<file path="src/design/csrq_ram.sv">
// Generic single-write, single-read RAM with registered read data.
// Used for the offset table and the adjacency table. No dependencies.
module csrq_ram #(
   parameter int WIDTH = 8,
   parameter int DEPTH = 16,
   localparam int AW = (DEPTH > 1) ? $clog2(DEPTH) : 1
) (
   input  logic             clock,
   input  logic             wr_en,
   input  logic [AW-1:0]    wr_addr,
   input  logic [WIDTH-1:0] wr_data,
   input  logic [AW-1:0]    rd_addr,
   output logic [WIDTH-1:0] rd_data
);

   logic [WIDTH-1:0] mem_ff [DEPTH];
   logic [WIDTH-1:0] rd_data_ff;

   always_ff @(posedge clock) begin
      if (wr_en) begin
         mem_ff[wr_addr] <= wr_data;
      end
      rd_data_ff <= mem_ff[rd_addr];
   end

   assign rd_data = rd_data_ff;

endmodule

</file>
<file path="config.mk">
export PLATFORM = sky130hd
export DESIGN_NAME = csrq_ram
export DESIGN_NICKNAME = d
export VERILOG_FILES = /design/src/design/csrq_ram.sv
export SDC_FILE = /design/constraint.sdc
export NUM_CORES = 1
export LEC_CHECK = 0
export CAP_MARGIN = 20
export CORE_ASPECT_RATIO = 0.75
export CORE_UTILIZATION = 39
export CTS_BUF_LIST = sky130_fd_sc_hd__clkbuf_8
export DETAILED_ROUTE_END_ITERATION = 16
export DONT_BUFFER_PORTS = 1
export GPL_TIMING_DRIVEN = 0
export PLACE_DENSITY_LB_ADDON = 0.25
export SLEW_MARGIN = 5
export SYNTH_ARGS = -nofsm -noshare
export SYNTH_HDL_FRONTEND = slang
export SYNTH_SLANG_ARGS = --single-unit
</file>
<file path="constraint.sdc">
create_clock -name clock -period 2.2 [get_ports clock]
set_input_delay 0.22 -clock clock [delete_from_list [all_inputs] [get_ports clock]]
set_output_delay 0.22 -clock clock [all_outputs]
set_load 0.005 [all_outputs]
</file>
# Yosys cells after proc, flatten, opt, wreduce, memory -nomap -nowiden
# Memory sizes are Yosys's and may differ from the RTL's. A register that Yosys moved wholly into a read port is not among the register bits.
# Index checks and enable logic that the tools add are counted.
classes:
  muxes: 2
ops:
  columns: ["operator", "count"]
  rows:
  - ["two-way mux 1 bit", 2]
totals:
  word_cells: 3
  n_memories: 1
  ff_bits: 0
  mem_bits_rw: 128
  output_inout_bits: 8
mem_list:
  columns: ["name", "words", "width", "rd", "rd_ports_with_merged_regs", "wr", "line", "text"]
  rows:
  - ["mem_ff", 16, 8, 1, 1, 1, "16", "logic [WIDTH-1:0] mem_ff [DEPTH];"]

# Logic depth before layout (Yosys ltp)
# Gate-level depths: netlist (run 1).
depth:
  word_depth: 2
  mapped_depth: 5

# Least setup slack after synthesis (run 1)
# Ideal clock, no wire load.
synth_path:
  path_type: "input port to flip-flop"
  from: "input wr_addr[2]"
  to: "memory mem_ff[0][0] (enable)"
  t_required_ns: 1.817
  setup_time_ns: 0.383
  setup_slack_ns: 0.487
  arrival_time_ns: 1.330
  path_stages: 2
  path_cell_list: "or3b_2 > nor3_1"
synth_lines:
  columns: ["element", "line", "text"]
  rows:
  - ["start, declared", "10", "input logic [AW-1:0] wr_addr,"]
  - ["end, declared", "16", null]
# Straight into the memory's write port.

==> out/metrics.csv, run 1 <==
stage,metric,value,unit
floorplan,core_area,12570,um2
placed_design,io_buffers,0,
sta,tns,0,ns
clock_network,h-tree-depth,4,
power_and_ir_drop,vdd.ir_drop.worst,0.4682,mV
final_layout,drive_gt1_share,19.49,%
sta,fin_crit_sh,65.89,%
clock_network,cts_setup_buffers,0,
routing,drc,0,
yosys,syn_nets,247,
sta,rsz0062_at_grt,no,
yosys,synthMuxAreaShare,15.02,%
floorplan,ioPinCount,26,
clock_network,clock_latency,0.42,ns
yosys,syn_area,5147,um2
power_and_ir_drop,leakagePower,0.001884,uW
worst_setup_path,reg2regPathDepth,3,
floorplan,fp.dieW,134.7,um
yosys,synth_adder_area_share,0,%
global_routing,grt_pass1_wl,15.19,mm
routing,wirelength,10.44,mm
yosys,syn_inst,229,
sta,worst_clock_skew,0.004790,ns
worst_setup_path,required,2.49,ns
sta,hold_viol_final,0,
global_routing,grtUsageTotal,16.86,%
clock_network,cts-root-buf,clkbuf_8,
yosys,avgSynthCellArea,22.48,um2
global_routing,antenna_found_initial,0,
clock_network,cts_buffers,17,
routing,drt-wirelength-per-cell,23.84,um
yosys,synth_compound_area_share,2.333,%
floorplan,start_util,40.96,%
clock_network,cts_tree,built,
worst_setup_path,critPathLaunchType,flip-flop,
placed_design,place_hpwl,6.618,mm
sta,worst_slack,0.7504,ns
worst_hold_path,worstHoldPathType,input pin to flip-flop,
worst_setup_path,critical_path.max_fanout,1,
sta,worst_pin_slew,0.8796,ns
floorplan,die_area,13670,um2
worst_hold_path,hold_path_depth,1,
sta,setup_violations,0,
final_layout,mostFrequentLayoutCells,"128 x edfxtp_1, 18 x mux4_2, 17 x clkbuf_8",
status,status,"complete, no violations",
placed_design,post-place-ws,0.3656,ns
final_layout,antennaDiodeCount,0,
sta,holdWs,0.04574,ns
sta,max_freq,689.8,MHz
sta,slew_headroom,41.15,%
yosys,synth-xor-area-share,0,%
job,drv_cap,0,
final_layout,final_common_cell,edfxtp_1,
routing,drtPass1Iterations,4,
yosys,ys_types,19,
global_routing,grt_max_degree,17,
routing,via_per_inst,5.356,
yosys,ys_warn_count,0,
final_layout,fin_nets,279,
placed_design,gp_congestion,0.7150,
clock_network,clock_path_buffers,2,
global_routing,grt-ovfl-total,0,
final_layout,utilization,45.98,%
sta,timing.final.crit_period,1.450,ns
routing,final_antenna_net_count,0,
routing,num_vias,2346,
power_and_ir_drop,power.density,838.2,nW/um2
floorplan,die_h,101.5,um
final_layout,area_growth_syn_to_layout,12.28,%
global_routing,grt_pass1_vias,2351,
sta,final-max-slew-violation-count,0,
final_layout,nFillCells,1061,
yosys,synth_simple_gate_area_share,3.184,%
routing,drt-initial-drc-count,228,
worst_setup_path,cp.arrival,1.74,ns
clock_network,cts.sinks,136,
worst_setup_path,cp-end-kind,flip-flop,
yosys,ys_seq_area_share,77.78,%
floorplan,num_rows,35,
yosys,ys_ff_latch,136,
worst_setup_path,worstSetupPathType,flip-flop to flip-flop,
yosys,synth_top_family_by_area,multiplexers,
clock_network,cts.reportedPaths.clkPinSlew,0.07,ns
## flip-flops by register name (all words and copies together), names as in the netlist
name	flops
mem_ff	128
rd_data	8
## per-stage QoR
stage | area, um2 | std cells | power [uW]
floorplan | 5147 | 229 | 3111
global placement | 5355 | 395 | 3171
detailed placement | 5378 | 399 | 3177
CTS | 5769 | 437 | 4884
global route | 5779 | 438 | 5025
finish | 5779 | 438 | 4844
## final timing paths
path	start	endpoint	slack, ns
max	mem_ff[4][0]$_DFFE_PP_	rd_data[0]$_DFF_P_	0.75
min	wr_addr[1]	mem_ff[12][3]$_DFFE_PP_	0.05
max reg2reg	mem_ff[4][0]$_DFFE_PP_	rd_data[0]$_DFF_P_	0.75
min reg2reg	mem_ff[11][5]$_DFFE_PP_	rd_data[5]$_DFF_P_	0.70
## per-layer routing
metal	wire, um	track usage [%]	vias up	part of all wire [%]
met1	5188	24.68	1250	50
met2	4646	22.92	55	45
met5	0	0	-	0
met3	524	6.657	9	5.0
li1	-	-	1032	-
met4	81	5.445	0	0.78
## cell usage after synthesis, drive strengths merged
master         instances  area share, %
clkdlybuf4s25          3           0.58
and2b                  1           0.15
a22oi                 16            2.3
nand3b                 2           0.29
buf                    7            1.1
nand3                  1          0.097
edfxtp               128             75
nor3                   4           0.39
nand2                  9           0.66
nand2b                 2           0.24
or3b                   1           0.17
nor2b                  1           0.12
dfxtp                  8            3.1
mux4                  32             15
nor2                  13           0.95
and2                   1           0.12
## power breakdown
group	switching (uW)	internal, uW	total (uW)
Combinational	150	106	256
Sequential	16.6	2900	2910
Clock	842	833	1680
Total	1010	3840	4840
## kinds of logic (layout without fill, tap and decap cells)
group	Yosys count	count (layout)
AOI/OAI and AO/OA	16	16
buffers and inverters	10	53
and+or+nand+nor	35	35
muxes	32	32
DFF	136	136
## worst max-delay path, stage by stage, from the launching register on
cell and delay (ns):
edfxtp_1 0.37, mux4_1 0.56, a22oi_1 0.26, nand2_1 0.13
## timing repair
item / 4_1_cts / 5_1_grt
gates resized for setup: 0 / 0
hold endpoints to repair: 128 / 1
hold buffers: 8 / 1
## cell type report
type	count	area, um2	area share (%)
buffer	10	86.33	1.494
clock buffer	17	234.0	4.048
timing repair buffer	13	112.6	1.948
sequential	136	4004	69.28
clock inverter	13	77.57	1.342
multi-input combinational	83	1057	18.29
tap	166	207.7	3.594
Note: power is estimated with default switching activity, not from simulation.
==> run 2: changes to the inputs <==
==> constraint.sdc (replaced) <==
create_clock -name clock -period 1.2 [get_ports clock]
set_input_delay 0.12 -clock clock [delete_from_list [all_inputs] [get_ports clock]]
set_output_delay 0.12 -clock clock [all_outputs]
set_load 0.005 [all_outputs]
==> out/metrics.csv, run 2 (synthesis gave the netlist of run 1 again) <==
stage,metric,value,unit,change
status,status,"complete, but fails checks",,
status,violations,"hold timing, setup timing",,
final_layout,drive_gt1_share,32.84,%,+13 points
clock_network,clock_latency,0.43,ns,about the same
placed_design,place_hpwl,6.913,mm,+4.5%
routing,num_vias,2362,,+0.68%
worst_hold_path,holdPathEnd,mem_ff[0][0]$_DFFE_PP_,,
routing,drtPass1Iterations,4,,unchanged
sta,worst_slack,-0.1365,ns,-0.8869 ns
worst_setup_path,r2r-start,mem_ff[10][3]$_DFFE_PP_,,
clock_network,cts.hold.buffers_added,8,,unchanged
final_layout,top_register,mem_ff,,
sta,fin_crit_sh,111.4,%,+45 points
worst_setup_path,rr_endpoint,rd_data[3]$_DFF_P_,,
worst_setup_path,cp_top_family,multiplexers,,
final_layout,area_growth_syn_to_layout,15.12,%,
global_routing,grt_pass1_vias,2420,,+2.9%
worst_setup_path,cp.arrival,1.63,ns,-0.11 ns
global_routing,grtUsageTotal,17.34,%,+0.47 points
worst_setup_path,crit_slowest_cell,mux4_2,,
final_layout,fin_area,5926,um2,+2.5%
worst_setup_path,reg2reg_slack,-0.14,ns,-0.89 ns
sta,worst_clock_skew,0.009459,ns,+0.004669 ns
global_routing,grt_pass1_wl,15.64,mm,+3.0%
power_and_ir_drop,power.density,1652,nW/um2,+97%
clock_network,cts_tree,built,,
worst_setup_path,worstSetupPathType,flip-flop to flip-flop,,
placed_design,gp_congestion,0.7387,,+3.3%
sta,timing.final.crit_period,1.337,ns,-0.1131 ns
worst_setup_path,critPathBufInv,0,,unchanged
global_routing,antenna_found_initial,0,,unchanged
power_and_ir_drop,vdd.ir_drop.worst,1.014,mV,+120%
worst_setup_path,critPathLaunchType,flip-flop,,
floorplan,start_util,40.96,%,unchanged
worst_hold_path,hold_path_depth,1,,unchanged
clock_network,cts.reportedPaths.clkPinSlew,0.08,ns,about the same
worst_setup_path,reg2regPathDepth,3,,unchanged
worst_hold_path,worstHoldPathType,input pin to flip-flop,,
final_layout,mostFrequentLayoutCells,"128 x edfxtp_1, 29 x mux4_2, 17 x clkbuf_8",,
placed_design,post-place-ws,-0.3976,ns,-0.7632 ns
worst_setup_path,slowest_delay,0.52,ns,-0.04 ns
final_layout,nFillCells,1041,,-1.9%
clock_network,cts.sinks,136,,unchanged
final_layout,seqCellArea,4004,um2,unchanged
floorplan,ioPinCount,26,,unchanged
sta,setup_violations,8,,+8
sta,worst_pin_slew,0.9086,ns,+0.02906 ns
routing,via_per_inst,5.442,,+1.6%
global_routing,grt_max_degree,17,,unchanged
floorplan,fp.dieW,134.7,um,unchanged
sta,tns,-0.7620,ns,-0.7620 ns
clock_network,h-tree-depth,4,,unchanged
worst_hold_path,hold_start,wr_addr[1],,
job,drv_cap,0,,unchanged
final_layout,largest_reg_flops,128,,unchanged
sta,final-max-slew-violation-count,0,,unchanged
worst_setup_path,path_cells,mux4_2 > a22oi_2 > nand2_1,,
floorplan,core_area,12570,um2,unchanged
floorplan,num_rows,35,,unchanged
floorplan,die_area,13670,um2,unchanged
clock_network,cts_buffers,17,,unchanged
worst_setup_path,critical_path.max_fanout,1,,unchanged
routing,wirelength,10.85,mm,+3.9%
placed_design,io_buffers,0,,unchanged
sta,slew_headroom,39.20,%,-1.9 points
sta,max_freq,748.2,MHz,+8.5%
power_and_ir_drop,leakagePower,0.001857,uW,-1.4%
final_layout,final_common_cell,edfxtp_1,,
floorplan,die_h,101.5,um,unchanged
routing,drt-wirelength-per-cell,24.99,um,+4.8%
final_layout,multi_input_area,1112,um2,+5.2%
placed_design,dpl-instance-area,5395,um2,+0.33%
routing,final_antenna_net_count,0,,unchanged
worst_setup_path,required,1.50,ns,-0.99 ns
worst_setup_path,cp-end-kind,flip-flop,,
clock_network,clock_path_buffers,2,,unchanged
final_layout,antennaDiodeCount,0,,unchanged
routing,drt-initial-drc-count,216,,-5.3%
sta,holdWs,-0.07085,ns,-0.1166 ns
global_routing,grt-ovfl-total,0,,unchanged
sta,rsz0062_at_grt,yes,,
clock_network,cts-root-buf,clkbuf_8,,
routing,drc,0,,unchanged
final_layout,fin_nets,274,,-1.8%
sta,hold_viol_final,32,,+32
run 2: cell count changes in the layout (fill, tap and decap cells not counted), sizes merged:
cell         change
clkinvlp         +2
dlygate4sd3      -1
bufinv           +3
buf              -4
inv              -4
run 2: stage by stage:
step	util, %	total power [uW]	std cells
global placement	42.93	5834	395
CTS	46.93	9839	434
global route	47.15	10070	434
detailed placement	42.93	5843	395
floorplan	-	5720	229
finish	47.15	9787	434
run 2: layer usage:
metal | vias to the layer above | share of wire, % | GRT usage [%]
met5 | - | 0 | 0
met4 | 0 | 1.3 | 7.606
met3 | 15 | 7.6 | 4.204
met2 | 88 | 44 | 24.62
met1 | 1248 | 47 | 25.50
li1 | 1011 | - | -
run 2: report_power, final:
part	switching [uW]	total (uW)	internal (uW)
clock	1700	3930	2230
combinational	299	515	216
sequential	34.0	5340	5310
run 2: worst max-delay path by stage:
stage / start / to / slack [ns] / depth (start not counted)
after floorplan: rd_addr[0] / rd_data[1]$_DFF_P_ / -0.06 / 5
after global placement: rd_addr[0] / rd_data[3]$_DFF_P_ / -0.39 / 5
after detailed placement: rd_addr[0] / rd_data[3]$_DFF_P_ / -0.40 / 5
after CTS: mem_ff[10][3]$_DFFE_PP_ / rd_data[3]$_DFF_P_ / -0.14 / 3
after global routing: mem_ff[2][1]$_DFFE_PP_ / rd_data[1]$_DFF_P_ / -0.17 / 3
final: mem_ff[10][3]$_DFFE_PP_ / rd_data[3]$_DFF_P_ / -0.14 / 3
run 2: timing repair:
| item | CTS | global route |
|---|---|---|
| setup endpoints to repair | 8 | 8 |
| pin swaps | 7 | 5 |
| buffers inserted | 0 | 0 |
| resized for setup | 14 | 6 |
| endpoints found under the hold margin | 160 | 32 |
run 2: cell type report:
type,instances,share of cell area [%]
sequential,136,67.57
multi-input combinational,83,18.77
clock buffer,17,3.948
timing repair buffer,8,1.351
buffer,10,1.774
clock inverter,14,3.083
tap,166,3.505
==> run 3: changes to the inputs <==
==> constraint.sdc (replaced) <==
create_clock -name clock -period 1.15 [get_ports clock]
set_input_delay 0.115 -clock clock [delete_from_list [all_inputs] [get_ports clock]]
set_output_delay 0.115 -clock clock [all_outputs]
set_load 0.005 [all_outputs]
==> out/metrics.csv, run 3 (synthesis gave the netlist of run 1 again) <==
stage,metric,value,unit,change
final_layout,area_growth_syn_to_layout,14.66,%,
clock_network,cts.reportedPaths.clkPinSlew,0.08,ns,about the same
job,drv_cap,0,,unchanged
clock_network,cts_tree,built,,
routing,final_antenna_net_count,0,,unchanged
clock_network,clock_path_buffers,2,,unchanged
worst_setup_path,rr_endpoint,rd_data[4]$_DFF_P_,,
power_and_ir_drop,swShare,22.03,%,+1.3 points
global_routing,grt_pass1_vias,2370,,-2.1%
power_and_ir_drop,comb_power_share,5.4,%,about the same
sta,max_freq,755.4,MHz,+0.97%
worst_hold_path,worstHoldPathType,input pin to flip-flop,,
worst_setup_path,reg2regPathDepth,3,,unchanged
floorplan,die_area,13670,um2,unchanged
worst_hold_path,hold_start,wr_addr[1],,
power_and_ir_drop,leakagePower,0.001834,uW,-1.2%
worst_setup_path,critPathLaunchType,flip-flop,,
power_and_ir_drop,clock_power_share,38.2,%,-2.0 points
power_and_ir_drop,vdd.ir_drop.worst,0.8874,mV,-12%
sta,timing.final.crit_period,1.324,ns,-0.01278 ns
sta,worst_slack,-0.1738,ns,-0.03722 ns
routing,drc,0,,unchanged
global_routing,grt_pass1_wl,15.34,mm,-1.9%
sta,fin_crit_sh,115.1,%,+3.7 points
final_layout,fin_area,5902,um2,-0.40%
floorplan,fp.dieW,134.7,um,unchanged
global_routing,antenna_found_initial,0,,unchanged
clock_network,clock_latency,0.42,ns,about the same
global_routing,grtUsageTotal,16.68,%,-0.65 points
final_layout,largest_reg_flops,128,,unchanged
routing,drt-initial-drc-count,184,,-15%
worst_setup_path,critical_path.max_fanout,1,,unchanged
sta,worst_clock_skew,0.01121,ns,+0.001750 ns
sta,worst_pin_slew,0.9645,ns,+0.05586 ns
clock_network,h-tree-depth,4,,unchanged
worst_hold_path,holdPathEnd,mem_ff[0][4]$_DFFE_PP_,,
sta,final-max-slew-violation-count,0,,unchanged
final_layout,drive_gt1_share,35.32,%,+2.5 points
worst_setup_path,cp.arrival,1.63,ns,about the same
power_and_ir_drop,power.internal,7696,uW,-0.80%
status,violations,"hold timing, setup timing",,
power_and_ir_drop,seq_power_share,56.4,%,+1.8 points
floorplan,start_util,40.96,%,unchanged
routing,wirelength,10.28,mm,-5.2%
worst_setup_path,worstSetupPathType,flip-flop to flip-flop,,
final_layout,utilization,46.96,%,-0.19 points
clock_network,cts_buffers,17,,unchanged
routing,drtPass1Iterations,4,,unchanged
sta,setup_violations,8,,unchanged
clock_network,cts.hold.buffers_added,8,,unchanged
final_layout,top_register,mem_ff,,
global_routing,grt-ovfl-total,0,,unchanged
routing,via_per_inst,5.391,,-0.95%
floorplan,ioPinCount,26,,unchanged
routing,drt-wirelength-per-cell,23.64,um,-5.4%
clock_network,cts-root-buf,clkbuf_8,,
final_layout,final_common_cell,edfxtp_1,,
floorplan,core_area,12570,um2,unchanged
floorplan,die_h,101.5,um,unchanged
final_layout,antennaDiodeCount,0,,unchanged
worst_hold_path,hold_path_depth,1,,unchanged
placed_design,io_buffers,0,,unchanged
worst_setup_path,r2r-start,mem_ff[3][4]$_DFFE_PP_,,
sta,holdWs,-0.06853,ns,+0.002323 ns
floorplan,num_rows,35,,unchanged
final_layout,fin_nets,274,,unchanged
sta,slew_headroom,35.46,%,-3.7 points
worst_setup_path,required,1.45,ns,-0.05 ns
worst_setup_path,reg2reg_slack,-0.17,ns,-0.04 ns
placed_design,post-place-ws,-0.3951,ns,+0.002461 ns
final_layout,mostFrequentLayoutCells,"128 x edfxtp_1, 32 x mux4_2, 17 x clkbuf_8",,
placed_design,dpl-instance-area,5384,um2,-0.21%
placed_design,gp_congestion,0.7159,,-3.1%
power_and_ir_drop,p_switching,2174,uW,+7.1%
power_and_ir_drop,power.density,1672,nW/um2,+1.3%
status,status,"complete, but fails checks",,
clock_network,cts.sinks,136,,unchanged
sta,rsz0062_at_grt,yes,,
worst_setup_path,cp-end-kind,flip-flop,,
routing,num_vias,2345,,-0.72%
placed_design,place_hpwl,6.572,mm,-4.9%
sta,hold_viol_final,30,,-6.3%
global_routing,grt_max_degree,17,,unchanged
worst_setup_path,worstSetupStartpoint,mem_ff[3][4]$_DFFE_PP_,,
run 3: power by group through the flow:
stage / registers, uW / logic, uW / clock network, uW
global placement: 5680 / 422 / 0
floorplan: 5670 / 310 / 0
finish: 5570 / 531 / 3770
CTS: 5570 / 522 / 3830
detailed placement: 5680 / 422 / 0
global route: 5580 / 575 / 4050
run 3: critical path: stages, from the launching register on:
cell,delay (ns)
edfxtp_1,0.37
mux4_2,0.49
a22oi_2,0.22
nand2_2,0.12
run 3: final cells by class:
| class | instances | area [um2] |
|---|---|---|
| Multi-Input combinational cell | 83 | 1099 |
| Sequential cell | 136 | 4004 |
| Clock inverter | 15 | 157.7 |
| Clock buffer | 17 | 234.0 |
| Fill cell | 1022 | 6666 |
| Tap cell | 166 | 207.7 |
| Timing Repair Buffer | 8 | 80.08 |
| Buffer | 10 | 120.1 |
run 3: repair_timing:
action | in CTS | in global routing
gates resized for setup | 9 | 8
endpoints found under the hold margin | 160 | 32
buffers inserted | 0 | 0
setup endpoints to repair | 8 | 10
pin swaps | 4 | 1
run 3: how the worst max path moves through the flow:
stage / cells after the start / slack [ns] / endpoint
2_1_floorplan: 2 / -0.07 / mem_ff[0][0]$_DFFE_PP_
3_3_place_gp: 5 / -0.33 / rd_data[4]$_DFF_P_
3_5_place_dp: 2 / -0.40 / mem_ff[5][0]$_DFFE_PP_
4_1_cts: 3 / -0.19 / rd_data[4]$_DFF_P_
5_1_grt: 3 / -0.21 / rd_data[4]$_DFF_P_
6_report: 3 / -0.17 / rd_data[4]$_DFF_P_
run 3: stage by stage:
| stage | total power [uW] | hold slack (ns) | setup TNS (ns) | std cells |
|---|---|---|---|---|
| global route | 10210 | -0.1099 | -1.430 | 435 |
| CTS | 9922 | -0.09420 | -1.274 | 435 |
| detailed placement | 6106 | 0.2148 | -37.74 | 395 |
| global placement | 6100 | 0.2146 | -36.43 | 395 |
| floorplan | 5982 | 0.2139 | -0.7714 | 229 |
| finish | 9870 | -0.06853 | -1.124 | 435 |
run 3: metal layers:
metal | up-vias | wire length [um] | share of wire (%) | global-route usage, %
li1 | 1012 | - | - | -
met1 | 1225 | 4536 | 44 | 24.03
met2 | 100 | 4538 | 44 | 22.36
met3 | 8 | 1124 | 11 | 8.008
met4 | 0 | 82 | 0.80 | 4.581
met5 | - | 0 | 0 | 0
