==> src/design/csrq_pkg.sv <==
// Shared types and constants for the CSR edge membership query block.
// Field widths, request codes, default table sizes and the search step status.
// No dependencies.
package csrq_pkg;

   // fixed field widths
   localparam int FUNC_W   = 2;
   localparam int ADDR_W   = 13;
   localparam int VALUE_W  = 14;
   localparam int VERTEX_W = 10;
   localparam int COUNT_W  = 11;

   // packed request layout: tdata = {vertex_b, vertex_a, entry_value, entry_address}
   localparam int REQ_ADDR_LSB  = 0;
   localparam int REQ_VALUE_LSB = REQ_ADDR_LSB + ADDR_W;
   localparam int REQ_VA_LSB    = REQ_VALUE_LSB + VALUE_W;
   localparam int REQ_VB_LSB    = REQ_VA_LSB + VERTEX_W;
   localparam int REQ_BITS      = REQ_VB_LSB + VERTEX_W;
   localparam int REQ_DATA_W    = ((REQ_BITS + 7) / 8) * 8;
   localparam int RSP_DATA_W    = 8;

   // default table sizes
   localparam int MAX_VERTICES_DEF  = 1024;
   localparam int MAX_ADJACENCY_DEF = 8192;

   // request kinds
   localparam logic [FUNC_W-1:0] FUNC_WR_OFFSET = 2'd0;
   localparam logic [FUNC_W-1:0] FUNC_WR_ADJ    = 2'd1;
   localparam logic [FUNC_W-1:0] FUNC_QUERY     = 2'd2;

   // status of one binary-search step
   typedef struct packed {
      logic hit;   // probed entry equals the key
      logic more;  // range still non-empty, next probe wanted
   } step_status_type;

endpackage

==> src/design/csrq_alu.sv <==
// Shared binary-search step unit: compares the probed neighbor with the key,
// narrows the range and forms the next midpoint. Depends on csrq_pkg.
module csrq_alu #(
   parameter int BW = 14
) (
   input  logic                             do_cmp,
   input  logic [BW-1:0]                    lo,
   input  logic [BW-1:0]                    hi,
   input  logic [BW-1:0]                    mid,
   input  logic [csrq_pkg::VERTEX_W-1:0]    key,
   input  logic [csrq_pkg::VERTEX_W-1:0]    probe,
   output logic [BW-1:0]                    next_lo,
   output logic [BW-1:0]                    next_hi,
   output logic [BW-1:0]                    next_mid,
   output csrq_pkg::step_status_type        status
);

   logic [BW:0] mid_sum;

   always_comb begin
      next_lo = lo;
      next_hi = hi;
      if (do_cmp) begin
         if (key < probe) begin
            next_hi = mid;
         end else begin
            next_lo = mid + BW'(1);
         end
      end
      mid_sum       = {1'b0, next_lo} + {1'b0, next_hi};
      next_mid      = mid_sum[BW:1];
      status.hit    = do_cmp && (probe == key);
      status.more   = !status.hit && (next_lo < next_hi);
   end

endmodule

==> config.mk <==
export PLATFORM = sky130hd
export DESIGN_NAME = csrq_alu
export DESIGN_NICKNAME = d
export VERILOG_FILES = /design/src/design/csrq_pkg.sv /design/src/design/csrq_alu.sv
export SDC_FILE = /design/constraint.sdc
export NUM_CORES = 1
export LEC_CHECK = 0
export BUFFER_PORTS_ARGS = -buffer_cell sky130_fd_sc_hd__buf_2
export CORE_ASPECT_RATIO = 1.1
export CORE_MARGIN = 5
export CORE_UTILIZATION = 43
export DETAILED_ROUTE_END_ITERATION = 10
export GPL_TIMING_DRIVEN = 0
export PLACE_DENSITY = 0.8
export SLEW_MARGIN = 20
export SYNTH_ARGS = -nofsm -noshare
export SYNTH_HDL_FRONTEND = slang
export SYNTH_SLANG_ARGS = --single-unit
==> constraint.sdc <==
create_clock -name vclk -period 4.3
set_clock_uncertainty 0.2 [all_clocks]
set_input_delay 0.215 -clock vclk [all_inputs]
set_output_delay 0.215 -clock vclk [all_outputs]
set_load 0.01 [all_outputs]
Yosys cells after proc, flatten, opt, wreduce, memory -nomap -nowiden
Cells that the tools add are included.
Storage, ports and cells
  flip-flop bits (word level): 0
  input bits: 63
  output and inout port bits: 44
  logic and storage cells: 12
Operators by class
  $add $sub $neg: 2
  $lt $le $gt $ge: 2
  eq/ne operators: 1
  mux-type cells: 4
  reduce and logical (&&, ||, !) cells: 3
Operators by type and width (count)
  $mux 14: 4
  $add 14x14->15: 1
  $add 14x1->14 const B: 1
  $lt 14x14->1: 1
  $eq 10x10->1: 1
  $lt 10x10->1: 1
  $logic_and 1x1->1: 2
  $logic_not 1->1: 1

Longest topological paths before layout
Gate-level depths: netlist of run 1.
  depth in word-level cells: 5
  gate-level depth with buffers: 18
  mapped depth without buffers: 16

Worst setup path before layout of run 1
Ideal clock, no wire load.
  path type: input port to output port
  start: input probe[5] (netlist name)
  end: output next_mid[12]
  data arrival time: 3866 ps
  required time: 3885 ps
  setup slack: 19 ps
  stages: 16
  buffers on the path: 0
  path through: inv_1 ha_1 a21oi_1 o21ai_2 a2111o_2 nand2_1 mux2i_1 inv_1 ha_1 nor3b_1 a311o_1 a41oi_2 a221oi_2 o41ai_2 nor4_1 a211o_1
Between the ends
  cells in the longest elaborated chain, start to end: 4
  elaborated cells on any way between the ends: 6
  those cells by class: add/sub: 1; order compare: 1; mux: 4
RTL lines
  from (decl): RTL line csrq_alu.sv:11  | input logic [csrq_pkg::VERTEX_W-1:0] probe,
  $lt 10x10->1: RTL line csrq_alu.sv:24  | if (key < probe) begin
  $mux 14: RTL line csrq_alu.sv:24
  $mux 14: RTL line csrq_alu.sv:23  | if (do_cmp) begin
  via next_lo[1]: RTL line csrq_alu.sv:12  | output logic [BW-1:0] next_lo,
  $add 14x14->15: RTL line csrq_alu.sv:30  | mid_sum = {1'b0, next_lo} + {1'b0, next_hi};
  to (decl): RTL line csrq_alu.sv:14  | output logic [BW-1:0] next_mid,
The timed path passes the listed nets, and every way through them passes these cells.

Worst setup path after layout of run 1
  start: input probe[3] (netlist name)
  end: output next_mid[12]
Between the ends
  cells in the longest elaborated chain, start to end: 4
  elaborated cells on any way between the ends: 6
  those cells by class: add/sub: 1; order compare: 1; mux: 4
RTL lines (RTL line)
  $lt 10x10->1 *: csrq_alu.sv:24
  $mux 14: csrq_alu.sv:24
  $mux 14: csrq_alu.sv:23
  $add 14x14->15 *: csrq_alu.sv:30
Every way passes the cells marked *; elsewhere a longest branch is shown, timed or not.

==> results of run 1 <==
[cell families (layout without fill, tap and decap cells)]
| family | count (synthesis) | count (layout) | share of synthesized area (%) |
|---|---|---|---|
| multiplexers | 19 | 19 | 10.9 |
| buffers and inverters | 44 | 158 | 8.26 |
| XOR/XNOR | 25 | 25 | 11.3 |
| adder cells (fa/ha/maj) | 34 | 34 | 21.7 |
| AO/OA/AOI/OAI | 77 | 77 | 27.6 |
| AND/OR/NAND/NOR | 83 | 83 | 20.3 |
[power by group through the flow]
| stage | combinational [mW] | clock (mW) | sequential, mW |
|---|---|---|---|
| 2_1_floorplan | 0.359 | 0 | 0 |
| 3_3_place_gp | 0.525 | 0 | 0 |
| 3_5_place_dp | 0.535 | 0 | 0 |
| 4_1_cts | 0.561 | 0 | 0 |
| 5_1_grt | 0.647 | 0 | 0 |
| 6_report | 0.590 | 0 | 0 |
[metal layers]
layer	GRT usage (%)	up-vias	routed length [um]
met5	0	-	0
li1	-	1232	-
met1	25.0	1123	2720
met4	2.31	0	59
met3	1.35	11	421
met2	37.5	99	3490
[what timing repair did]
| item | 4_1_cts | 5_1_grt |
|---|---|---|
| endpoints found under the hold margin | 0 | 0 |
| pin swaps | 4 | 7 |
| endpoints found under the setup margin | 11 | 8 |
| resized for setup | 11 | 18 |
| buffers inserted | 5 | 2 |
[final cells by class]
class | count | area [um^2]
inverter | 37 | 139
buffer | 7 | 35.0
fill | 415 | 1800
timing repair buffer | 114 | 592
multi-input combinational | 238 | 1960
tap | 56 | 70.1
[how the worst max path moves through the flow]
stage | start | to | slack, ns | depth (start not counted)
2_1_floorplan | probe[5] | next_mid[12] | 0.02 | 16
3_3_place_gp | key[5] | next_mid[12] | -0.46 | 17
3_5_place_dp | key[3] | next_mid[12] | -0.55 | 17
4_1_cts | key[9] | next_mid[12] | -0.01 | 16
5_1_grt | probe[3] | next_mid[12] | -0.009 | 17
6_report | probe[3] | next_mid[12] | 0.12 | 18
[worst min-delay path, cell delays in order]
cell and delay, ns:
sky130_fd_sc_hd__buf_2 0.07, sky130_fd_sc_hd__mux2_2 0.15, sky130_fd_sc_hd__buf_2 0.13
[cell usage in the layout, fill, tap and decap left out, drive strengths merged, types with 3 or more instances in the layout]
cell type	Yosys	layout
buf	0	114
inv	37	37
ha	33	33
nand2	25	25
a21oi	24	24
o21ai	24	24
nor2	22	22
xnor2	17	17
mux2	16	16
xor2	8	8
nand3	8	8
clkbuf	7	7
nand2b	5	5
nor3	5	5
a21o	5	5
nand4	5	5
and2	4	4
a211oi	3	3
mux2i	3	3
a2111oi	3	3
==> impl_summary.log, run 1 <==
INFO  metric placement.setup.worst_slack = -0.553 ns
INFO  metric yosys.cell_types.count = 52
INFO  metric nClkBuffers = 0
INFO  metric crit_required = 3.88 ns
INFO  metric cp-end-kind = output pin
INFO  metric drc = 0
INFO  metric die_h = 81.5 um
INFO  metric crit_path_start_kind = primary input
INFO  metric worst_hold_check_path_type = in2out
INFO  metric global_route.usage.total = 19.9%
INFO  metric cpPeakStageDelay = around 0.52 ns
INFO  metric run_status = finished, final reports clean
INFO  metric coreArea = 4590 um^2
INFO  metric critical_path.slowest_cell = sky130_fd_sc_hd__a2111o_2
INFO  metric layout.sequential_cells = 0
INFO  metric hold-worst-slack = 0.584 ns
INFO  metric vias = 2,465
INFO  metric worst_slew_margin_relative_to_its_limit = about two thirds
INFO  metric grt_first_pass_wirelength = 10,000 um
INFO  metric grt_antenna_before_repair = 0
INFO  metric detail_route.first_pass.iterations = 5
INFO  metric top_level_port_count = between 100 and 150
INFO  metric mappedNetlistNets = 379
INFO  metric finalSetupViolations = 0
INFO  metric wl = 6690 um
INFO  metric hold_end = next_hi[11]
INFO  metric vias_in_the_first_global_route = 2,317
INFO  metric cp_data_arrival_time = 3.77 ns
INFO  metric finalHoldViolations = 0
INFO  metric power.share.combinational = 100.0%
INFO  metric peakVddDrop = 0.000165 V
INFO  metric p_switching = 0.329 mW
INFO  metric viasPerCell = 5.45
INFO  metric final_net_count = 495
INFO  metric cp_num_buf_inv = 4
INFO  metric initialDrtViolationCount = 103
INFO  metric ctsHoldBuffers = 0
INFO  metric cell_count_after_synthesis = between 200 and 300
INFO  metric synth.cells.most_frequent = sky130_fd_sc_hd__inv_1 (37), sky130_fd_sc_hd__ha_1 (33), sky130_fd_sc_hd__nand2_1 (25), sky130_fd_sc_hd__a21oi_1 (24)
INFO  metric switching_share = between 50% and 60%
INFO  metric post_synth_instance_area = 2000 um^2
INFO  metric finalMaxSlewViolations = 0
INFO  metric final-instance-count-excl-fill = roughly 450
INFO  metric critical_path.top_delay_family = compound AO/OA/AOI/OAI gates
INFO  metric dp_cells = 445
INFO  metric syn-mean-instance-area = 7.09 um^2
INFO  metric setup_ws = 0.120 ns
INFO  metric synth.largest_area_cell = sky130_fd_sc_hd__ha_1
INFO  metric share_of_cells_above_drive_strength_1 = 40.7%
INFO  metric hold-path-cell-count = 3
INFO  metric wl_per_cell = 14.8 um
INFO  metric finalInstanceArea = roughly 2800 um^2
INFO  metric area_post_placement = 2610 um^2
INFO  metric yosys_warnings = 0
INFO  metric internal_power = 0.261 mW
INFO  metric finalWorstPathRequiredPeriod = 4.18 ns
INFO  metric pwr-share-clk = 0%
INFO  metric power_leakage = between 1 and 1.5 nW
INFO  metric diodes = 0
INFO  metric grt-ovfl-total = 0
INFO  metric max-cap-violations = 0
INFO  metric post-dp-hpwl = between 5000 and 6000 um
INFO  metric globalplace.congestion = 0.912
INFO  metric postRouteAntennaNets = 0
INFO  metric die_area = 6120 um^2
INFO  metric total_power = 0.590 mW
INFO  metric placement.io_buffers = 107
INFO  metric worst-path-max-fanout = 5
INFO  metric post_synth_main_area_contributors = sky130_fd_sc_hd__ha_1 (21%), sky130_fd_sc_hd__mux2_2 (8.4%), sky130_fd_sc_hd__xnor2_1 (7.0%), sky130_fd_sc_hd__inv_1 (6.9%), sky130_fd_sc_hd__a21oi_1 (6.0%)
INFO  metric synth_largest_type_area_fraction = roughly a fifth
INFO  metric std_cell_rows = 26
INFO  metric cp_cell_sequence = buf_2 -> inv_1 -> ha_4 -> a21oi_2 -> o21ai_2 -> a2111o_2 -> nand2_4 -> mux2i_4 -> inv_2 -> ha_4 -> nor3b_2 -> a311o_1 -> a41oi_2 -> a221oi_4 -> o41ai_4 -> nor4_1 -> a211o_1 -> buf_2
INFO  metric power.sequential.fraction = 0%
INFO  metric sequential_cell_area = 0 um^2
INFO  metric synth_sequential_area_ratio = 0%
INFO  metric criticalPathCategory = in2out
INFO  metric floorplan.initialDensity = between 40% and 50%
INFO  metric areaGrowthSynthToFinish = 39.6%
INFO  metric worst-slew-pin-transition = 0.511 ns
INFO  metric clock.fmax = 0.239 GHz
INFO  metric chipWidth = roughly 75 um
INFO  metric grt_start_max_net_pins = 11
INFO  metric power_per_cell_area = 211 nW/um^2
INFO  metric tns = 0 ns
INFO  metric synth.most_common_cell = sky130_fd_sc_hd__inv_1
INFO  metric post-route-util = 60.9%
INFO  metric final.period_utilization = 97.2%
INFO  metric hold_path.startpoint = hi[11]
No activity file was read; power rests on OpenSTA's default activity.
==> inputs of run 2 (changes only) <==
- CAP_MARGIN: not set -> 30
- CORE_MARGIN: 5 -> not set
==> run 2 against run 1 <==
Core utilization grew 2.8 points. Global-route usage grew 3.6 points. Non-clock buffer count is the same. Worst hold slack lost 0.014 ns. Routed wire length shrank 7.4%. Critical path depth shrank 1. Total power shrank 1.5%. Combinational power shrank 2%. First-iteration DRC count shrank 7.8%. Maximum frequency is essentially flat. Final cell count shrank 0.44%. Sequential share of layout area is the same.
==> impl_summary.log, run 2 (synthesized netlist as in run 1, its figures left out) <==
INFO  metric layout.sequential_cells = 0
INFO  metric coreArea = ~4400 um^2
INFO  metric area_post_placement = approximately 2600 um^2
INFO  metric drc = 0
INFO  metric std_cell_rows = 25
INFO  metric crit_path_start_kind = primary input
INFO  metric sequential_cell_area = 0 um^2
INFO  metric post-dp-hpwl = 4870 um
INFO  metric worst-path-max-fanout = 4
INFO  metric crit_required = 3.88 ns
INFO  metric finalInstanceArea = 2790 um^2
INFO  metric power_per_cell_area = 208 nW/um^2
INFO  metric floorplan.initialDensity = 45.7%
INFO  metric mostFrequentLayoutCell = sky130_fd_sc_hd__buf_2
INFO  metric filler_cell_count = 410
INFO  metric share_of_cells_above_drive_strength_1 = 40.9%
INFO  metric initialDrtViolationCount = 95
INFO  metric detail_route.first_pass.iterations = 5
INFO  metric max-cap-violations = 0
INFO  metric grt_antenna_before_repair = 0
INFO  metric vias_in_the_first_global_route = 2,129
INFO  metric finalSetupViolations = 0
INFO  metric vias = 2,439
INFO  metric ctsHoldBuffers = 0
INFO  metric final_cell_mix = sky130_fd_sc_hd__buf_2 (107), sky130_fd_sc_hd__inv_1 (36), sky130_fd_sc_hd__ha_1 (29)
INFO  metric critical_path.slowest_cell = sky130_fd_sc_hd__a2111o_2
INFO  metric grt-ovfl-total = 0
INFO  metric cpPeakStageDelay = around 0.50 ns
INFO  metric top_level_port_count = about 110
INFO  metric cpMostUsedCell = sky130_fd_sc_hd__buf_2
INFO  metric finalWorstPathRequiredPeriod = roughly 4.2 ns
INFO  metric total_power = 0.581 mW
INFO  metric power_leakage = ~1.4 nW
INFO  metric placement.io_buffers = between 100 and 150
INFO  metric wl = 6200 um
INFO  metric chipWidth = 67.0 um
INFO  metric worst_slew_margin_relative_to_its_limit = between 60 and 70%
INFO  metric grt_first_pass_wirelength = 9340 um
INFO  metric placement.setup.worst_slack = -0.538 ns
INFO  metric grt_start_max_net_pins = 11
INFO  metric final.period_utilization = 97.2%
INFO  metric areaGrowthSynthToFinish = 39.5%
INFO  metric global_route.usage.total = 23.5%
INFO  metric cp_data_arrival_time = 3.77 ns
INFO  metric viasPerCell = around 5.4
INFO  metric worst-slew-pin-transition = 0.559 ns
INFO  metric die_area = 4930 um^2
INFO  metric clock.fmax = 0.239 GHz
INFO  metric postRouteAntennaNets = 0
INFO  metric criticalPathCategory = in2out
INFO  metric cp_cell_sequence = buf_2 -> ha_1 -> nand4_1 -> a211oi_4 -> a2111o_2 -> nand2_4 -> mux2i_4 -> inv_2 -> ha_4 -> nor3b_1 -> a311o_1 -> a41oi_2 -> a221oi_4 -> o41ai_2 -> nor4_1 -> a211o_1 -> buf_2
INFO  metric finalHoldViolations = 0
INFO  metric finalMaxSlewViolations = 0
INFO  metric setup_ws = around 0.12 ns
INFO  metric peakVddDrop = 0.000163 V
INFO  metric wl_per_cell = 13.8 um
INFO  metric run_status = finished, final reports clean
INFO  metric worst_hold_check_path_type = in2out
INFO  metric final_net_count = 495
INFO  metric nClkBuffers = 0
INFO  metric die_h = 73.5 um
INFO  metric cp-end-kind = output pin
INFO  metric diodes = 0
INFO  metric globalplace.congestion = 0.875
## run 2: cell type report
class              count  area, um^2  area share, %
plain buffers          5        27.5          0.987
repair buffers       116         603           21.6
well taps             54        67.6           2.42
multi-input cells    238        1950           70.0
inverters             37         139           4.98
## run 2: path summary, 6_finish.rpt
| path | from | end | slack (ns) | depth (start not counted) |
|---|---|---|---|---|
| max | key[8] | next_mid[12] | 0.12 | 17 |
| min | hi[6] | next_hi[6] | 0.57 | 3 |
## run 2: per-stage QoR
stage | std cells | setup TNS (ns) | hold WS (ns) | utilization (%)
after floorplan | 282 | 0 | 0.360 | -
after global placement | 443 | -3.20 | 0.567 | 59.4
after detailed placement | 443 | -3.60 | 0.571 | 59.4
after CTS | 449 | -0.0122 | 0.573 | 61.4
after global routing | 450 | -0.0187 | 0.577 | 63.7
final | 450 | 0 | 0.570 | 63.7
## run 2: power by group
part	total (mW)	internal, mW	leakage [nW]	switching (mW)
Sequential	0	0	0	0
Clock	0	0	0	0
Combinational	0.581	0.261	1.42	0.320
Total	0.581	0.261	1.42	0.320
## run 2: what timing repair did
item | in CTS | in global routing
pin swaps | 4 | 11
setup endpoints to repair | 11 | 8
cloned | 0 | 0
gates resized for setup | 10 | 18
setup buffers | 6 | 3
## run 2: layer usage
layer / wire length, um / vias up / track usage [%]
li1: - / 1234 / -
met1: 2560 / 1102 / 26.1
met2: 3160 / 97 / 47.2
met3: 392 / 6 / 2.48
met4: 78 / 0 / 3.55
met5: 0 / - / 0
## run 2: critical path, delay by kind of cell
family,cells,cell delay [ns]
AO/OA/AOI/OAI,7,1.84
adder cells (fa/ha/maj),2,0.58
buffers and inverters,3,0.32
multiplexers,1,0.28
AND/OR/NAND/NOR,4,0.54
==> inputs of run 3 (changes only) <==
- RECOVER_POWER: not set -> 25
==> run 3 against run 2 <==
Core utilization about the same. Non-clock buffer count did not move. Final area is essentially flat. Total power barely moved. Critical endpoint unchanged. Maximum frequency is essentially flat. Routed wire length barely moved.
==> impl_summary.log, run 3 (synthesized netlist as in run 1, its figures left out) <==
INFO  metric run_status = finished, final reports clean
INFO  metric grt_start_max_net_pins = 11
INFO  metric placement.io_buffers = about 110
INFO  metric worst-slew-pin-transition = 0.569 ns
INFO  metric wl_per_cell = 13.8 um
INFO  metric grt-ovfl-total = 0
INFO  metric pwr-share-clk = 0%
INFO  metric max-cap-violations = 0
INFO  metric wl = around 6200 um
INFO  metric power.sequential.fraction = 0%
INFO  metric hold-worst-slack = around 0.57 ns
INFO  metric nClkBuffers = 0
INFO  metric crit_required = 3.88 ns
INFO  metric grt_first_pass_wirelength = 9340 um
INFO  metric internal_power = 0.261 mW
INFO  metric power_per_cell_area = 208 nW/um^2
INFO  metric finalSetupViolations = 0
INFO  metric viasPerCell = around 5.4
INFO  metric critical_path.slowest_cell = sky130_fd_sc_hd__a2111o_2
INFO  metric power_leakage = about 1.4 nW
INFO  metric setup_ws = 0.116 ns
INFO  metric grt_antenna_before_repair = 0
INFO  metric vias_in_the_first_global_route = 2,129
INFO  metric cp.depth = 17
INFO  metric area_post_placement = 2600 um^2
INFO  metric detail_route.first_pass.iterations = 4
INFO  metric die_area = ~4900 um^2
INFO  metric initialDrtViolationCount = 94
INFO  metric coreArea = 4380 um^2
INFO  metric p_switching = 0.320 mW
INFO  metric switching_share = between 50% and 60%
INFO  metric cpPeakStageDelay = 0.50 ns
INFO  metric peakVddDrop = about 0.00016 V
INFO  metric tns = 0 ns
INFO  metric postRouteAntennaNets = 0
INFO  metric placement.setup.worst_slack = -0.538 ns
INFO  metric globalplace.congestion = between 0.8 and 0.9
INFO  metric final_net_count = ~500
INFO  metric cp_data_arrival_time = 3.77 ns
INFO  metric floorplan.initialDensity = roughly 46%
INFO  metric post-dp-hpwl = 4870 um
INFO  metric criticalPathCategory = in2out
INFO  metric die_h = 73.5 um
INFO  metric drc = 0
INFO  metric cp_cell_sequence = buf_2 -> ha_1 -> nand4_1 -> a211oi_4 -> a2111o_2 -> nand2_4 -> mux2i_4 -> inv_2 -> ha_4 -> nor3b_1 -> a311o_1 -> a41oi_2 -> a221oi_4 -> o41ai_2 -> nor4_1 -> a211o_1 -> buf_2
INFO  metric sequential_cell_area = 0 um^2
INFO  metric diodes = 0
INFO  metric finalHoldViolations = 0
INFO  metric critical_path.top_delay_family = compound AO/OA/AOI/OAI gates
INFO  metric finalInstanceArea = 2790 um^2
INFO  metric final.period_utilization = 97.3%
INFO  metric cp-end-kind = output pin
INFO  metric worst_slew_margin_relative_to_its_limit = 61.7%
INFO  metric dp_cells = 443
INFO  metric setup.worst_path.end = next_mid[12]
INFO  metric finalWorstPathRequiredPeriod = 4.18 ns
INFO  metric chipWidth = roughly 67 um
INFO  metric cpMostUsedCell = sky130_fd_sc_hd__buf_2
INFO  metric clock.fmax = 0.239 GHz
INFO  metric power.share.combinational = 100.0%
INFO  metric global_route.usage.total = 23.5%
INFO  metric worst-path-max-fanout = 4
INFO  metric share_of_cells_above_drive_strength_1 = between 40 and 50%
INFO  metric ctsHoldBuffers = 0
INFO  metric vias = 2,436
INFO  metric layout.sequential_cells = 0
INFO  metric worst_setup_path_startpoint = key[8]
INFO  metric finalMaxSlewViolations = 0
INFO  metric areaGrowthSynthToFinish = 39.4%
INFO  metric top_level_port_count = 107
INFO  metric final_cell_mix = sky130_fd_sc_hd__buf_2 (106), sky130_fd_sc_hd__inv_1 (36), sky130_fd_sc_hd__ha_1 (29)
INFO  metric crit_path_start_kind = primary input
INFO  metric worst_hold_check_path_type = in2out
INFO  metric final-instance-count-excl-fill = 450
INFO  metric mostFrequentLayoutCell = sky130_fd_sc_hd__buf_2
INFO  metric cp_num_buf_inv = 3
INFO  metric std_cell_rows = 25
run 3: worst min-delay path: stages:
cell and delay [ns]:
sky130_fd_sc_hd__buf_2 0.09, sky130_fd_sc_hd__mux2_2 0.13, sky130_fd_sc_hd__buf_2 0.12
run 3: repair_timing:
action	CTS	global route
pin swaps	4	11
resized for setup	10	18
buffers inserted	6	3
setup endpoints to repair	11	8
run 3: metrics by stage:
step | util, % | power (mW)
floorplan | - | 0.359
global placement | 59.4 | 0.526
detailed placement | 59.4 | 0.534
CTS | 61.4 | 0.555
global route | 63.7 | 0.640
finish | 63.7 | 0.581
run 3: power by group through the flow:
| stage | logic [mW] | registers, mW | clock network, mW |
|---|---|---|---|
| 5_1_grt | 0.640 | 0 | 0 |
| 3_5_place_dp | 0.534 | 0 | 0 |
| 4_1_cts | 0.555 | 0 | 0 |
| 2_1_floorplan | 0.359 | 0 | 0 |
| 3_3_place_gp | 0.526 | 0 | 0 |
| 6_report | 0.581 | 0 | 0 |
run 3: routing by layer:
metal	wire length, um	vias up	track usage, %	part of all wire, %
li1	-	1232	-	-
met1	2570	1105	26.1	41
met2	3170	93	47.2	51
met3	380	6	2.48	6.1
met4	78	0	3.55	1.3
met5	0	-	0	0
run 3: worst min path at each step:
stage | to | cells past startpoint | slack, ns | from
6_report | next_hi[6] | 3 | 0.57 | hi[6]
5_1_grt | next_hi[6] | 3 | 0.58 | hi[6]
4_1_cts | next_hi[6] | 3 | 0.57 | hi[6]
3_5_place_dp | next_hi[6] | 3 | 0.57 | hi[6]
3_3_place_gp | next_hi[6] | 3 | 0.57 | hi[6]
2_1_floorplan | next_lo[0] | 1 | 0.36 | mid[0]
run 3: layout make-up:
class                           count  area (um^2)
Buffer                              5         27.5
Fill cell                         411         1590
Tap cell                           54         67.6
Multi-Input combinational cell    238         1950
Inverter                           37          139
Timing Repair Buffer              116          602
